### src/design/bsre_pkg.sv
// types, constants and helpers for the byte string repr escaper
// used by every module of the block; no dependencies
`timescale 1ns / 1ps

package bsre_pkg;

  localparam int MAX_LEN = 4096;
  localparam int CNT_W   = $clog2(MAX_LEN + 1);
  localparam int LEN_W   = 15;
  localparam int CH_W    = 7;
  localparam int MAX_RES = 7;
  localparam int RES_W   = $clog2(MAX_RES + 1);

  typedef enum logic [0:0] {
    REQ_SCAN = 1'b0,
    REQ_EMIT = 1'b1
  } req_type_e;

  typedef enum logic [0:0] {
    KIND_CHAR = 1'b0,
    KIND_LEN  = 1'b1
  } kind_e;

  localparam logic [7:0] BYTE_TAB   = 8'h09;
  localparam logic [7:0] BYTE_LF    = 8'h0a;
  localparam logic [7:0] BYTE_CR    = 8'h0d;
  localparam logic [7:0] BYTE_DQ    = 8'h22;
  localparam logic [7:0] BYTE_SQ    = 8'h27;
  localparam logic [7:0] BYTE_BSL   = 8'h5c;
  localparam logic [7:0] BYTE_SPACE = 8'h20;
  localparam logic [7:0] BYTE_DEL   = 8'h7f;

  localparam logic [CH_W-1:0] CH_B   = 7'h62;
  localparam logic [CH_W-1:0] CH_DQ  = 7'h22;
  localparam logic [CH_W-1:0] CH_SQ  = 7'h27;
  localparam logic [CH_W-1:0] CH_BSL = 7'h5c;
  localparam logic [CH_W-1:0] CH_T   = 7'h74;
  localparam logic [CH_W-1:0] CH_N   = 7'h6e;
  localparam logic [CH_W-1:0] CH_R   = 7'h72;
  localparam logic [CH_W-1:0] CH_X   = 7'h78;

  localparam logic [LEN_W-1:0] LEN_BASE = 15'd3;

  typedef struct packed {
    logic       req_type;
    logic [7:0] data_byte;
    logic       is_last;
    logic       empty_req;
  } req_t;

  typedef struct packed {
    logic             kind;
    logic [CH_W-1:0]  ch;
    logic [LEN_W-1:0] out_length;
    logic             quote_double;
    logic             overflow;
    logic             last_of_run;
  } rsp_t;

  // scan report toward the result register
  typedef struct packed {
    logic [LEN_W-1:0] length;
    logic             quote_double;
    logic             overflow;
  } scan_rpt_t;

  // characters of one emit transaction, slot 0 first
  typedef struct packed {
    logic [RES_W-1:0]              cnt;
    logic [MAX_RES-1:0][CH_W-1:0] chars;
  } emit_burst_t;

  // everything the result register loads for one transaction
  typedef struct packed {
    logic                          kind;
    logic [RES_W-1:0]              cnt;
    logic [MAX_RES-1:0][CH_W-1:0] chars;
    logic [LEN_W-1:0]              length;
    logic                          quote_double;
    logic                          overflow;
  } burst_t;

  function automatic logic [CH_W-1:0] hex_char(input logic [3:0] nib);
    if (nib < 4'd10) begin
      return CH_W'(7'h30 + {3'b000, nib});
    end
    return CH_W'(7'h57 + {3'b000, nib});
  endfunction

endpackage

### src/design/bsre_in_reg.sv
// input register of the byte string repr escaper
// depends on bsre_pkg
`timescale 1ns / 1ps

module bsre_in_reg import bsre_pkg::*; (
  input  logic clk_i,
  input  logic rst_ni,
  input  logic in_valid_i,
  output logic in_ready_o,
  input  req_t in_data_i,
  input  logic take_i,
  output logic valid_o,
  output req_t data_o
);

  logic valid_q, valid_d;
  req_t data_q;

  assign in_ready_o = !valid_q || take_i;

  always_comb begin
    valid_d = valid_q;
    if (in_ready_o) begin
      valid_d = in_valid_i;
    end
  end

  always_ff @(posedge clk_i or negedge rst_ni) begin
    if (!rst_ni) begin
      valid_q <= 1'b0;
    end else begin
      valid_q <= valid_d;
    end
  end

  always_ff @(posedge clk_i) begin
    if (in_ready_o && in_valid_i) begin
      data_q <= in_data_i;
    end
  end

  assign valid_o = valid_q;
  assign data_o  = data_q;

endmodule

### src/design/bsre_scan.sv
// scan pass: quote counts, length sum, overflow and quote choice
// depends on bsre_pkg
`timescale 1ns / 1ps

module bsre_scan import bsre_pkg::*; (
  input  logic      clk_i,
  input  logic      rst_ni,
  input  logic      en_i,
  input  req_t      req_i,
  input  logic      smart_quotes_i,
  output logic      use_dq_o,
  output scan_rpt_t rpt_o
);

  localparam logic [CNT_W-1:0] MAX_CNT = CNT_W'(MAX_LEN);

  logic [CNT_W-1:0] sq_q, sq_d, dqc_q, dqc_d, seen_q, seen_d;
  logic [LEN_W-1:0] len_q, len_d;
  logic             ovf_q, ovf_d, use_dq_q, use_dq_d;

  logic [CNT_W-1:0] sq_n, dqc_n, seen_n;
  logic [LEN_W-1:0] len_n;
  logic             ovf_n, dq_pick;
  logic [2:0]       incr;
  logic [LEN_W:0]   sum;
  logic [7:0]       c;

  assign c = req_i.data_byte;

  always_comb begin
    sq_n   = sq_q;
    dqc_n  = dqc_q;
    seen_n = seen_q;
    len_n  = len_q;
    ovf_n  = ovf_q;
    incr   = 3'd1;
    if (c == BYTE_SQ || c == BYTE_DQ) begin
      incr = 3'd1;
    end else if (c == BYTE_BSL || c == BYTE_TAB || c == BYTE_LF || c == BYTE_CR) begin
      incr = 3'd2;
    end else if (c < BYTE_SPACE || c >= BYTE_DEL) begin
      incr = 3'd4;
    end
    if (!req_i.empty_req) begin
      if (seen_q == MAX_CNT) begin
        ovf_n = 1'b1;
      end else begin
        seen_n = seen_q + CNT_W'(1);
        len_n  = len_q + LEN_W'(incr);
        if (c == BYTE_SQ) begin
          sq_n = sq_q + CNT_W'(1);
        end
        if (c == BYTE_DQ) begin
          dqc_n = dqc_q + CNT_W'(1);
        end
      end
    end
  end

  assign dq_pick = smart_quotes_i && (sq_n != '0) && (dqc_n == '0);
  assign sum     = {1'b0, len_n} + (dq_pick ? '0 : (LEN_W + 1)'(sq_n));

  always_comb begin
    rpt_o.length       = sum[LEN_W] ? '1 : sum[LEN_W-1:0];
    rpt_o.quote_double = dq_pick;
    rpt_o.overflow     = ovf_n;
  end

  always_comb begin
    sq_d     = sq_q;
    dqc_d    = dqc_q;
    seen_d   = seen_q;
    len_d    = len_q;
    ovf_d    = ovf_q;
    use_dq_d = use_dq_q;
    if (en_i) begin
      if (req_i.is_last || req_i.empty_req) begin
        sq_d     = '0;
        dqc_d    = '0;
        seen_d   = '0;
        len_d    = LEN_BASE;
        ovf_d    = 1'b0;
        use_dq_d = dq_pick;
      end else begin
        sq_d   = sq_n;
        dqc_d  = dqc_n;
        seen_d = seen_n;
        len_d  = len_n;
        ovf_d  = ovf_n;
      end
    end
  end

  always_ff @(posedge clk_i or negedge rst_ni) begin
    if (!rst_ni) begin
      sq_q     <= '0;
      dqc_q    <= '0;
      seen_q   <= '0;
      len_q    <= LEN_BASE;
      ovf_q    <= 1'b0;
      use_dq_q <= 1'b0;
    end else begin
      sq_q     <= sq_d;
      dqc_q    <= dqc_d;
      seen_q   <= seen_d;
      len_q    <= len_d;
      ovf_q    <= ovf_d;
      use_dq_q <= use_dq_d;
    end
  end

  assign use_dq_o = use_dq_q;

endmodule

### src/design/bsre_emit.sv
// emit pass: escapes one byte and frames the literal with b and quotes
// depends on bsre_pkg
`timescale 1ns / 1ps

module bsre_emit import bsre_pkg::*; (
  input  logic        clk_i,
  input  logic        rst_ni,
  input  logic        en_i,
  input  req_t        req_i,
  input  logic        use_dq_i,
  output emit_burst_t burst_o
);

  logic                  started_q, started_d;
  logic [CH_W-1:0]       q;
  logic [7:0]            c;
  logic [3:0][CH_W-1:0] body;
  logic [RES_W-1:0]      pre_cnt, body_cnt, k;
  logic                  suf;

  assign c   = req_i.data_byte;
  assign q   = use_dq_i ? CH_DQ : CH_SQ;
  assign suf = req_i.is_last || req_i.empty_req;

  always_comb begin
    body     = '0;
    body_cnt = '0;
    if (!req_i.empty_req) begin
      if (c == {1'b0, q} || c == BYTE_BSL) begin
        body     = {14'h0, c[6:0], CH_BSL};
        body_cnt = RES_W'(2);
      end else if (c == BYTE_TAB) begin
        body     = {14'h0, CH_T, CH_BSL};
        body_cnt = RES_W'(2);
      end else if (c == BYTE_LF) begin
        body     = {14'h0, CH_N, CH_BSL};
        body_cnt = RES_W'(2);
      end else if (c == BYTE_CR) begin
        body     = {14'h0, CH_R, CH_BSL};
        body_cnt = RES_W'(2);
      end else if (c < BYTE_SPACE || c >= BYTE_DEL) begin
        body     = {hex_char(c[3:0]), hex_char(c[7:4]), CH_X, CH_BSL};
        body_cnt = RES_W'(4);
      end else begin
        body     = {21'h0, c[6:0]};
        body_cnt = RES_W'(1);
      end
    end
  end

  assign pre_cnt = started_q ? '0 : RES_W'(2);

  always_comb begin
    k             = '0;
    burst_o.chars = '0;
    for (int i = 0; i < MAX_RES; i++) begin
      k = RES_W'(i) - pre_cnt;
      if (RES_W'(i) < pre_cnt) begin
        burst_o.chars[i] = (i == 0) ? CH_B : q;
      end else if (k < body_cnt) begin
        burst_o.chars[i] = body[k[1:0]];
      end else begin
        burst_o.chars[i] = q;
      end
    end
    burst_o.cnt = pre_cnt + body_cnt + RES_W'(suf);
  end

  always_comb begin
    started_d = started_q;
    if (en_i) begin
      started_d = !suf;
    end
  end

  always_ff @(posedge clk_i or negedge rst_ni) begin
    if (!rst_ni) begin
      started_q <= 1'b0;
    end else begin
      started_q <= started_d;
    end
  end

endmodule

### src/design/bsre_out_seq.sv
// result register: holds one transaction's results, handing one out per ready cycle
// depends on bsre_pkg
`timescale 1ns / 1ps

module bsre_out_seq import bsre_pkg::*; (
  input  logic   clk_i,
  input  logic   rst_ni,
  input  logic   load_i,
  input  burst_t burst_i,
  output logic   free_o,
  output logic   out_valid_o,
  input  logic   out_ready_i,
  output rsp_t   out_data_o
);

  logic                          valid_q, valid_d;
  logic [RES_W-1:0]              cnt_q, cnt_d;
  logic                          kind_q, qd_q, ovf_q;
  logic [MAX_RES-1:0][CH_W-1:0] chars_q;
  logic [LEN_W-1:0]              len_q;
  logic                          fire, at_last;

  assign fire    = valid_q && out_ready_i;
  assign at_last = (cnt_q == RES_W'(1));
  assign free_o  = !valid_q || (out_ready_i && at_last);

  always_comb begin
    valid_d = valid_q;
    cnt_d   = cnt_q;
    if (load_i) begin
      valid_d = 1'b1;
      cnt_d   = burst_i.cnt;
    end else if (fire) begin
      valid_d = !at_last;
      cnt_d   = cnt_q - RES_W'(1);
    end
  end

  always_ff @(posedge clk_i or negedge rst_ni) begin
    if (!rst_ni) begin
      valid_q <= 1'b0;
      cnt_q   <= '0;
    end else begin
      valid_q <= valid_d;
      cnt_q   <= cnt_d;
    end
  end

  always_ff @(posedge clk_i) begin
    if (load_i) begin
      kind_q  <= burst_i.kind;
      chars_q <= burst_i.chars;
      len_q   <= burst_i.length;
      qd_q    <= burst_i.quote_double;
      ovf_q   <= burst_i.overflow;
    end else if (fire) begin
      chars_q <= chars_q >> CH_W;
    end
  end

  always_comb begin
    out_data_o.kind         = kind_q;
    out_data_o.ch           = (kind_q == KIND_LEN) ? '0 : chars_q[0];
    out_data_o.out_length   = (kind_q == KIND_LEN) ? len_q : '0;
    out_data_o.quote_double = qd_q;
    out_data_o.overflow     = (kind_q == KIND_LEN) ? ovf_q : 1'b0;
    out_data_o.last_of_run  = at_last;
  end

  assign out_valid_o = valid_q;

endmodule

### src/design/byte_string_repr_escaper.sv
// Byte string repr escaper: turns a byte string into its b'...' literal in a scan pass
// (quote counts, length report) and an emit pass (escaped characters). Each transaction
// is registered, worked combinationally and loaded into a result register that hands
// out one result per cycle while out_ready_i is high. The results per transaction are
// none for a scan byte that is not last, one for a scan end or a plain byte, two for a
// simple escape, four for \xHH, plus two for the opening b and quote and one for the
// closing quote. While the result register drains, a transaction with results waits in
// the input register and holds off the input until the last result is taken; a scan
// byte that is not last moves on without waiting. Results pass the input register, then
// the result register. Depends on bsre_pkg and the bsre_* submodules.
`timescale 1ns / 1ps

module byte_string_repr_escaper import bsre_pkg::*; (
  input  logic clk_i,
  input  logic rst_ni,
  input  logic in_valid_i,
  output logic in_ready_o,
  input  req_t in_data_i,
  output logic out_valid_o,
  input  logic out_ready_i,
  output rsp_t out_data_o,
  input  logic cfg_we_i,
  input  logic cfg_wdata_i
);

  logic        smart_q;
  logic        iq_valid, take, zero_res, burst_free, is_scan, use_dq;
  req_t        iq_data;
  scan_rpt_t   rpt;
  emit_burst_t ebur;
  burst_t      bur;

  always_ff @(posedge clk_i or negedge rst_ni) begin
    if (!rst_ni) begin
      smart_q <= 1'b1;
    end else if (cfg_we_i) begin
      smart_q <= cfg_wdata_i;
    end
  end

  bsre_in_reg u_in_reg (
    .clk_i      (clk_i),
    .rst_ni     (rst_ni),
    .in_valid_i (in_valid_i),
    .in_ready_o (in_ready_o),
    .in_data_i  (in_data_i),
    .take_i     (take),
    .valid_o    (iq_valid),
    .data_o     (iq_data)
  );

  assign is_scan  = (iq_data.req_type == REQ_SCAN);
  assign zero_res = is_scan && !(iq_data.is_last || iq_data.empty_req);
  assign take     = iq_valid && (zero_res || burst_free);

  bsre_scan u_scan (
    .clk_i          (clk_i),
    .rst_ni         (rst_ni),
    .en_i           (take && is_scan),
    .req_i          (iq_data),
    .smart_quotes_i (smart_q),
    .use_dq_o       (use_dq),
    .rpt_o          (rpt)
  );

  bsre_emit u_emit (
    .clk_i    (clk_i),
    .rst_ni   (rst_ni),
    .en_i     (take && !is_scan),
    .req_i    (iq_data),
    .use_dq_i (use_dq),
    .burst_o  (ebur)
  );

  always_comb begin
    if (is_scan) begin
      bur.kind         = KIND_LEN;
      bur.cnt          = RES_W'(1);
      bur.chars        = '0;
      bur.length       = rpt.length;
      bur.quote_double = rpt.quote_double;
      bur.overflow     = rpt.overflow;
    end else begin
      bur.kind         = KIND_CHAR;
      bur.cnt          = ebur.cnt;
      bur.chars        = ebur.chars;
      bur.length       = '0;
      bur.quote_double = use_dq;
      bur.overflow     = 1'b0;
    end
  end

  bsre_out_seq u_out_seq (
    .clk_i       (clk_i),
    .rst_ni      (rst_ni),
    .load_i      (take && !zero_res),
    .burst_i     (bur),
    .free_o      (burst_free),
    .out_valid_o (out_valid_o),
    .out_ready_i (out_ready_i),
    .out_data_o  (out_data_o)
  );

endmodule

### config.mk
export PLATFORM = sky130hd
export DESIGN_NAME = byte_string_repr_escaper
export DESIGN_NICKNAME = d
export VERILOG_FILES = /design/src/design/bsre_pkg.sv /design/src/design/bsre_in_reg.sv /design/src/design/bsre_scan.sv /design/src/design/bsre_emit.sv /design/src/design/bsre_out_seq.sv /design/src/design/byte_string_repr_escaper.sv
export SDC_FILE = /design/constraint.sdc
export NUM_CORES = 1
export LEC_CHECK = 0
export BUFFER_PORTS_ARGS = -buffer_cell sky130_fd_sc_hd__buf_2
export CAP_MARGIN = 20
export CELL_PAD_IN_SITES_DETAIL_PLACEMENT = 1
export CELL_PAD_IN_SITES_GLOBAL_PLACEMENT = 2
export CORE_UTILIZATION = 40
export DETAILED_ROUTE_END_ITERATION = 12
export HOLD_SLACK_MARGIN = 0.02
export PLACE_DENSITY_LB_ADDON = 0.1
export RECOVER_POWER = 100
export SYNTH_ARGS = -nofsm -noshare
export SYNTH_HDL_FRONTEND = slang
export SYNTH_SLANG_ARGS = --single-unit
### constraint.sdc
create_clock -name clk_i -period 7.1 [get_ports clk_i]
set_input_delay 0.355 -clock clk_i [delete_from_list [all_inputs] [get_ports clk_i]]
set_output_delay 0.355 -clock clk_i [all_outputs]
set_load 0.1 [all_outputs]
# Yosys cells after proc, flatten, opt, wreduce, memory -nomap -nowiden

Cells that the tools add are included.

$lt $le $gt $ge: 25
Reduce and logical (&&, ||, !) cells: 30
Bitwise operators: 1
Add/sub/neg operators: 19
Equal/unequal tests: 11
Multiplexer cells: 91

Operators with widths:

| cell                                                                  | number |
|---|---|
| 7-bit 2-to-1 mux                                                      | 26 |
| 28-bit 2-to-1 mux                                                     | 6 |
| 13-bit 2-to-1 mux                                                     | 12 |
| 7-bit binary-select mux with 2-bit select                             | 7 |
| 49-bit 2-to-1 mux                                                     | 2 |
| 15-bit 2-to-1 mux                                                     | 5 |
| 70-bit 2-to-1 mux                                                     | 1 |
| 13-bit by 1-bit adder with 13-bit output (second input constant)      | 3 |
| 3-bit 2-to-1 mux                                                      | 11 |
| 8-bit by 4-bit == test with 1-bit output (second input constant)      | 3 |
| 2-bit by 3-bit < comparator with 1-bit output (second input constant) | 7 |
| 3-bit < comparator                                                    | 7 |
| 1-bit 2-to-1 mux                                                      | 20 |
| 15-bit by 16-bit adder with 16-bit output                             | 1 |
| 8-bit by 6-bit == test with 1-bit output (second input constant)      | 2 |
| 15-bit by 3-bit adder with 15-bit output                              | 1 |
| 6-bit by 4-bit adder with 7-bit output (first input constant)         | 2 |
| 7-bit by 4-bit adder with 7-bit output (first input constant)         | 2 |
| 13-bit == test (second input constant)                                | 1 |
| 13-bit logical NOT                                                    | 1 |
| 13-bit nonzero test                                                   | 1 |
| 1-bit logical AND                                                     | 10 |
| 1-bit logical OR                                                      | 10 |
| 3-bit < comparator (first input constant)                             | 3 |
| other kinds (21)                                                      | 33 |

Register bits: 141
Output and inout port bits: 28

# Longest topological paths before layout

Gate-level depths: netlist (run 1).

Depth after elaboration: 21
Depth in mapped cells: 26

# Modules after synthesis

From an unflattened synthesis (run 1), not the netlist that was laid out.

Cell total of the unflattened synthesis: 1100
Area total of the unflattened synthesis: 10284.9 sq um

By module, submodules not included:

| module                   | area each (sq um) | times used | seq. area each (sq um) | cells an instance |
|---|---|---|---|---|
| bsre_scan                | 4505.6            | 1          | 1403.8                 | 554 |
| bsre_out_seq             | 3040.4            | 1          | 2112.0                 | 173 |
| bsre_emit                | 1767.9            | 1          | 25.0                   | 272 |
| byte_string_repr_escaper | 586.8             | 1          | 26.3                   | 86 |
| bsre_in_reg              | 384.1             | 1          | 355.3                  | 15 |

# Least setup slack after synthesis (run 1)

OpenSTA, ideal clock, no wires.

Path type: reg-to-reg
Start point: register u_in_reg.data_q, in the netlist u_in_reg.data_o[6]
End point: register u_out_seq.len_q[14] (data pin)
Setup time: 0.258 ns
Data arrival time: 5.131 ns
Path buffers: 0
Stages on the path, launching flop included: 23
Slack: 1.711 ns
Path through: edfxtp_1 inv_1 ha_1 or4b_4 or4_4 nor3_4 xor2_2 nor3_1 nand4_1 nor4b_1 nor2_1 nor2_1 ha_1 fa_1 a21oi_1 o21ai_0 o21a_1 o21ai_0 a21oi_1 a311oi_2 o41ai_4 o21a_1 o221a_1

Word-level cells in the longest chain between the ends: 11
Elaborated cells on any way between the ends: 32
Classes of those cells: add/sub (2); order compare (2); eq/ne (6); mux (13); reduce/logical (9)

Ends and longest elaborated chain:

| item                                                                             | line               | text |
|---|---|---|
| from (decl)                                                                      | bsre_in_reg.sv:17  | `req_t data_q;` |
| from (signal assigned)                                                           | bsre_in_reg.sv:38  | `data_q <= in_data_i;` |
| branches (longest 9 deep; another with 15-bit by 3-bit adder with 15-bit output) | --                 |  |
| 15-bit by 16-bit adder with 16-bit output *                                      | bsre_scan.sv:61    | `assign sum = {1'b0, len_n} + (dq_pick ? '0 : (LEN_W + 1)'(sq_n));` |
| 15-bit 2-to-1 mux *                                                              | bsre_scan.sv:64    | `rpt_o.length = sum[LEN_W] ? '1 : sum[LEN_W-1:0];` |
| to (signal assigned)                                                             | bsre_out_seq.sv:53 | `len_q <= burst_i.length;` |
| to (decl)                                                                        | bsre_out_seq.sv:20 | `logic [LEN_W-1:0] len_q;` |

Mark *: on every way between the ends.
A chain may end at the register's enable or synchronous reset.

# Worst setup path after layout (run 1)

Start point: register u_in_reg.data_q, in the netlist u_in_reg.data_o[2]
End point: register u_out_seq.len_q[14] (data pin)

Same word-level chain as after synthesis.

==> reports/results.ini, run 1 <==
[sta]
max_freq_mhz=157.9
tns_ps=0
period_share_pct=89.18
setup_slack_ps=768.6
finalMaxSlewViolations=141
worst_slew_pin_slew_ps=3750
hold_slack_ps=104.1
rsz0062_at_grt=no
setup_viol=0
hold_viol=0
fin_worst_skew_ps=9.361
maxSlewHeadroom_pct=-150.0
fin_crit_ps=6331

[synth]
synth_edf_count=78
syn_inst=1016
synth-seq-cells=141
synthTopCellsByArea=edfxtp_1, dfrtp_1, o21ai_0
yosysTopAreaCell=edfxtp_1
ys_types=85
async_flop_share_pct=44.68
synth_top_area_share_pct=25.31
syn_nets=1074
synthFlopType=edfxtp_1
syn_avg_cell_area_um2=9.109
ys_seq_area_share_pct=42.38
ys_warn_count=0
synthesis.area_um2=9255

[floorplanning]
rows=55
start_util_pct=40.88
core-area_um2=22640
io_pins=45
dieWidth_um=154.1
die_h_um=154.1
die_area_um2=23750

[route]
drt-total-wl_um=27240
routed_via_density=5.834
drc_errors=0
drt_iter0_drc=579
dr.pass1.iters=6
avgRoutedWirePerCell_um=20.45
num_vias=7771
ant_nets=0

[worst_setup_path]
worstSetupStartpointType=register
required_ps=7280
critical_path_class=reg -> reg
cp.arrival_ps=6510
endpoint_kind=register
reg2reg_slack_ps=770
r2r-start=u_in_reg.data_o[2]
r2r_cells=20
crit_fanout=9
r2r-end=u_out_seq.len_q[14]

[placed_design]
gp_congestion=0.8198
post-dp-hpwl_um=19080
preCtsSetupSlack_ps=709.5
port_buffers=44

[global_routing]
grt_antenna_before_repair=0
grt_pass1_vias=7649
grt_first_pass_wirelength_um=44130
grt_max_degree=64
grt_use_total_pct=23.92
grt_overflow=0

[hold_path]
hold_class=in -> reg
hp-start=in_data_i[5]
min_path_cells=1
hold_end=u_in_reg.data_o[5]

[clocking]
insertion_delay_ps=430
cts_tree=yes
cts_buffers=17
clk_pin_slew_worst_paths_ps=70
ctsHtreeMaxLevel=4
root_buffer=clkbuf_16
cts_setup_buffers=0
cts_sinks=141
clock_path_buffers=2

[cells_and_area]
antennaDiodeCount=0
drive_above_1_share_pct=8.309
final_nets=1092
final_cell_mix=nand2_1, o21ai_0, nor2_1
syn_to_final_growth_pct=10.60
multiInputGateArea_um2=4947
regArea_um2=3923
final_common_cell=nand2_1
fill_cells=2627

[power_and_ir_drop]
total_power_mw=4.153
leakagePower_nw=4.182
ir_drop_mv=0.1773
p_per_area_nw_per_um2=405.7

[run_status]
status=finished with violations
violations=max-capacitance violations, max-slew violations

[run]
drv_cap=3

==> how the worst max path moves through the flow <==
stage,from,endpoint,cells after the start
finish,u_in_reg.data_o[2],u_out_seq.len_q[14],20
global route,u_in_reg.data_o[6],u_out_seq.len_q[0],21
global placement,u_in_reg.data_o[2],u_out_seq.len_q[14],20
floorplan,u_in_reg.data_o[6],u_out_seq.len_q[14],22
CTS,u_in_reg.data_o[6],u_out_seq.len_q[0],21
detailed placement,u_in_reg.data_o[6],u_out_seq.len_q[0],21
==> per-stage QoR <==
stage / instance area, um2 / utilization, % / instances
after global routing: 10240 / 45.21 / 1332
after detailed placement: 9699 / 42.84 / 1300
after CTS: 10310 / 45.55 / 1332
after floorplan: 9255 / - / 1016
final: 10240 / 45.21 / 1332
after global placement: 9688 / 42.79 / 1299
==> Yosys cell counts (3+ instances only) <==
library cell	n
nand2_1	121
o21ai_0	103
nor2_1	90
edfxtp_1	78
dfrtp_1	60
clkbuf_1	49
a21oi_1	48
ha_1	38
nand3_1	37
inv_1	32
xor2_1	28
and2_1	24
nor3_1	24
xnor2_1	23
and3_1	20
nor2b_1	18
a22o_1	15
nand4_1	14
o31ai_1	13
a31oi_1	10
a32o_1	10
mux2i_1	9
o21ai_1	9
and4_1	8
a21o_1	7
o211ai_1	7
or2_2	7
a211oi_1	6
o21a_1	6
a31o_2	5
buf_4	5
nand2b_1	5
nor4_1	5
o41ai_1	4
a221oi_1	3
buf_1	3
buf_2	3
dfstp_2	3
fa_1	3
mux2_2	3
nor4b_1	3
o21bai_1	3
or3_1	3
==> critical path: stages, from the launching register on <==
cell	delay, ps
edfxtp_1	570
inv_1	190
ha_1	250
nor2b_1	280
nand2_1	220
nor4_1	510
mux2i_1	380
nand4_1	420
nor2_1	520
nor2_1	110
ha_1	220
fa_1	410
a21oi_1	220
o21ai_0	150
o21a_1	200
o21ai_0	290
a21oi_1	160
a311oi_2	410
o41ai_4	150
o21a_1	200
o221a_1	220
==> routing by layer <==
| metal | part of all wire, % | routed length, um | global-route usage, % | vias to the layer above |
|---|---|---|---|---|
| met1 | 53 | 14460 | 37.30 | 3853 |
| met5 | 0 | 0 | 0 | - |
| met4 | 1.1 | 289 | 6.143 | 0 |
| li1 | - | - | - | 3733 |
| met3 | 3.7 | 998 | 2.931 | 19 |
| met2 | 42 | 11490 | 34.55 | 166 |
==> kinds of logic after synthesis <==
kind of cell / count (synthesis) / share of synthesized area [%]
and+or+nand+nor: 399 / 21.68
AOI/OAI and AO/OA: 276 / 19.52
DFF: 141 / 42.38
buffers and inverters: 94 / 4.137
xor gates and xnor gates: 52 / 5.002
adders and majority gates: 41 / 5.786
muxes: 13 / 1.487
==> repair_timing <==
action | CTS | global route
endpoints found under the setup margin | 0 | 11
gates resized for setup | 0 | 2
hold buffers | 0 | 0
endpoints found under the hold margin | 0 | 0
==> report_power, final <==
| group | switching (mW) | leakage [nW] | internal, mW |
|---|---|---|---|
| combinational | 1.33 | 2.26 | 0.458 |
| sequential | 0.171 | 1.63 | 1.24 |
| clock | 0.398 | 0.298 | 0.560 |
==> registers in the layout, summed over array words and instances, names as in the netlist <==
signal	count
smart_q	1
u_emit.started_q	1
u_in_reg.data_o	11
u_in_reg.valid_o	1
u_out_seq.chars_q	49
u_out_seq.cnt_q	3
u_out_seq.kind_q	1
u_out_seq.len_q	15
u_out_seq.out_valid_o	1
u_out_seq.ovf_q	1
u_out_seq.qd_q	1
u_scan.dqc_q	13
u_scan.len_q	15
u_scan.ovf_q	1
u_scan.seen_q	13
u_scan.sq_q	13
u_scan.use_dq_o	1
==> area by class of cell <==
type	count	area share, %
Sequential cell	141	38.32
Multi-Input combinational cell	781	48.33
Inverter	33	1.210
Timing Repair Buffer	60	2.665
Clock buffer	17	4.156
Clock inverter	15	1.834
Tap cell	285	3.484
(Power assumes the default switching activity.)
==> run 2, diff against run 1 <==
--- a/config.mk
+++ b/config.mk
@@ -5,12 +5,12 @@
 export SDC_FILE = /design/constraint.sdc
 export NUM_CORES = 1
 export LEC_CHECK = 0
-export BUFFER_PORTS_ARGS = -buffer_cell sky130_fd_sc_hd__buf_2
 export CAP_MARGIN = 20
 export CELL_PAD_IN_SITES_DETAIL_PLACEMENT = 1
 export CELL_PAD_IN_SITES_GLOBAL_PLACEMENT = 2
-export CORE_UTILIZATION = 40
+export CORE_UTILIZATION = 41
 export DETAILED_ROUTE_END_ITERATION = 12
+export DONT_BUFFER_PORTS = 1
 export HOLD_SLACK_MARGIN = 0.02
 export PLACE_DENSITY_LB_ADDON = 0.1
 export RECOVER_POWER = 100
==> constraint.sdc (replaced) <==
create_clock -name clk_i -period 6.82 [get_ports clk_i]
set_input_delay 0.682 -clock clk_i [delete_from_list [all_inputs] [get_ports clk_i]]
set_output_delay 0.682 -clock clk_i [all_outputs]
set_load 0.1 [all_outputs]
==> reports/results.ini, run 2 (synthesis results as in run 1) <==
[run_status]
status=finished with violations
violations=design-rule violations, max-capacitance violations, max-slew violations

[global_routing]
grt_overflow=0
grt_first_pass_wirelength_um=44130
grt_use_total_pct=24.46
grt_max_degree=61
grt_antenna_before_repair=0
grt_pass1_vias=7517

[clocking]
ctsHtreeMaxLevel=4
cts_tree=yes
cts_buffers=17
clk_pin_slew_worst_paths_ps=70
clock_path_buffers=2
cts_sinks=141
insertion_delay_ps=430
root_buffer=clkbuf_16
cts_setup_buffers=0

[power_and_ir_drop]
ir_drop_mv=0.1695
switching_share_pct=45.59
combPwrFrac_pct=42.2
power_switching_mw=1.956
power.internal_mw=2.334
p_seq_share_pct=34.7
leakagePower_nw=4.099
p_per_area_nw_per_um2=424.2
total_power_mw=4.290
clkPwrFrac_pct=23.1

[placed_design]
numPlacedInstances=1254
post-dp-hpwl_um=19160
preCtsSetupSlack_ps=193.6
port_buffers=0
gp_congestion=0.8170

[floorplanning]
io_pins=45
rows=54
core-area_um2=21960
die_area_um2=23180
start_util_pct=42.15
dieWidth_um=152.2
die_h_um=152.2

[worst_setup_path]
path_delay_family=compound AO/OA/AOI/OAI gates
crit_buf_inv=1
worstPathCellList=inv_1, ha_1, nor2b_1, nand2_1, nor4_1, mux2i_1, nand4_1, nor2_1, nor2_1, ha_1, fa_1, a21oi_1, o21ai_0, o21a_1, o21ai_0, a21oi_1, a311oi_2, o41ai_4, o21a_1, o221a_1
critical_path_class=reg -> reg
required_ps=7000
slowest_delay_ps=530
worstSetupStartpointType=register
slowest_stage=edfxtp_1
reg2reg_slack_ps=490
r2r-start=u_in_reg.data_o[2]
cp.arrival_ps=6510
crit_start=u_in_reg.data_o[2]
endpoint_kind=register
crit_fanout=9

[cells_and_area]
final_common_cell=nand2_1
syn_to_final_growth_pct=9.273
final_nets=1053
largest_register_ff_count=49
regMostFlops=u_out_seq.chars_q
drive_above_1_share_pct=7.937
instances_no_fill=1288
fill_cells=2521
final_cell_mix=nand2_1, o21ai_0, nor2_1
antennaDiodeCount=0
utilization_pct=46.06
reg_top3=u_out_seq.chars_q: 49 flops, u_out_seq.len_q: 15 flops, u_scan.len_q: 15 flops

[hold_path]
hold_class=in -> async

[sta]
rsz0062_at_grt=no
period_share_pct=92.81
fin_worst_skew_ps=12.90
worst_slew_pin_slew_ps=3729
fin_crit_ps=6330
setup_viol=0
maxSlewHeadroom_pct=-148.6
max_freq_mhz=158.0
hold_viol=0
tns_ps=0
finalMaxSlewViolations=171
setup_slack_ps=490.4

[route]
drc_errors=7
ant_nets=0
num_vias=7585
avgRoutedWirePerCell_um=21.16
dr.pass1.iters=9
drt-total-wl_um=27250
routed_via_density=5.889
drt_iter0_drc=565

[run]
drv_cap=12

-- run 2: power groups by stage --
stage / sequential [mW] / clock, mW / combinational, mW
after floorplan: 1.41 / 0 / 1.46
after global placement: 1.49 / 0 / 1.78
after detailed placement: 1.50 / 0 / 1.80
after CTS: 1.49 / 1.01 / 1.82
after global routing: 1.53 / 1.04 / 1.97
final: 1.49 / 0.992 / 1.81
-- run 2: layout make-up --
cell class | count | area, um2 | area share [%]
Inverter | 33 | 123.9 | 1.225
Clock buffer | 17 | 425.4 | 4.206
Timing Repair Buffer | 21 | 125.1 | 1.237
Multi-Input combinational cell | 781 | 4981 | 49.25
Tap cell | 280 | 350.3 | 3.464
Clock inverter | 15 | 185.2 | 1.831
Sequential cell | 141 | 3923 | 38.79
-- run 2: metal layers --
metal / wire length [um] / GRT usage, % / up-vias
li1: - / - / 3650
met1: 14090 / 37.27 / 3757
met2: 11650 / 35.55 / 160
met3: 1216 / 3.896 / 18
met4: 292 / 6.657 / 0
met5: 0 / 0 / -
-- run 2: stage by stage --
step                hold slack, ps  area, um2
floorplan                    386.4       9255
global placement             392.1       9512
detailed placement           392.3       9512
CTS                          74.66      10150
global route                 71.89      10110
finish                       90.98      10110
-- run 2: what timing repair did --
action	CTS	global route
hold buffers	1	0
resized for setup	0	6
setup endpoints to repair	0	14
hold endpoints to repair	60	0
-- run 2: worst reg2reg max path: cells and delay by family, from the launching register on --
| kind | cells | cell delay [ps] |
|---|---|---|
| AOI/OAI and AO/OA | 9 | 2080 |
| and+or+nand+nor | 6 | 1990 |
| adders and majority gates | 3 | 910 |
| DFF | 1 | 530 |
| muxes | 1 | 380 |
| buffers and inverters | 1 | 180 |
-- run 2: path summary, 6_finish.rpt --
| kind | endpoint | cells past startpoint |
|---|---|---|
| setup / recovery | u_out_seq.len_q[14] | 20 |
| hold / removal | smart_q | 0 |
| setup reg to reg | u_out_seq.len_q[14] | 20 |
| hold reg to reg | u_scan.ovf_q | 2 |
| max in group asynchronous | u_scan.sq_q[8] | 1 |
| min in group clk_i | u_in_reg.data_o[9] | 0 |
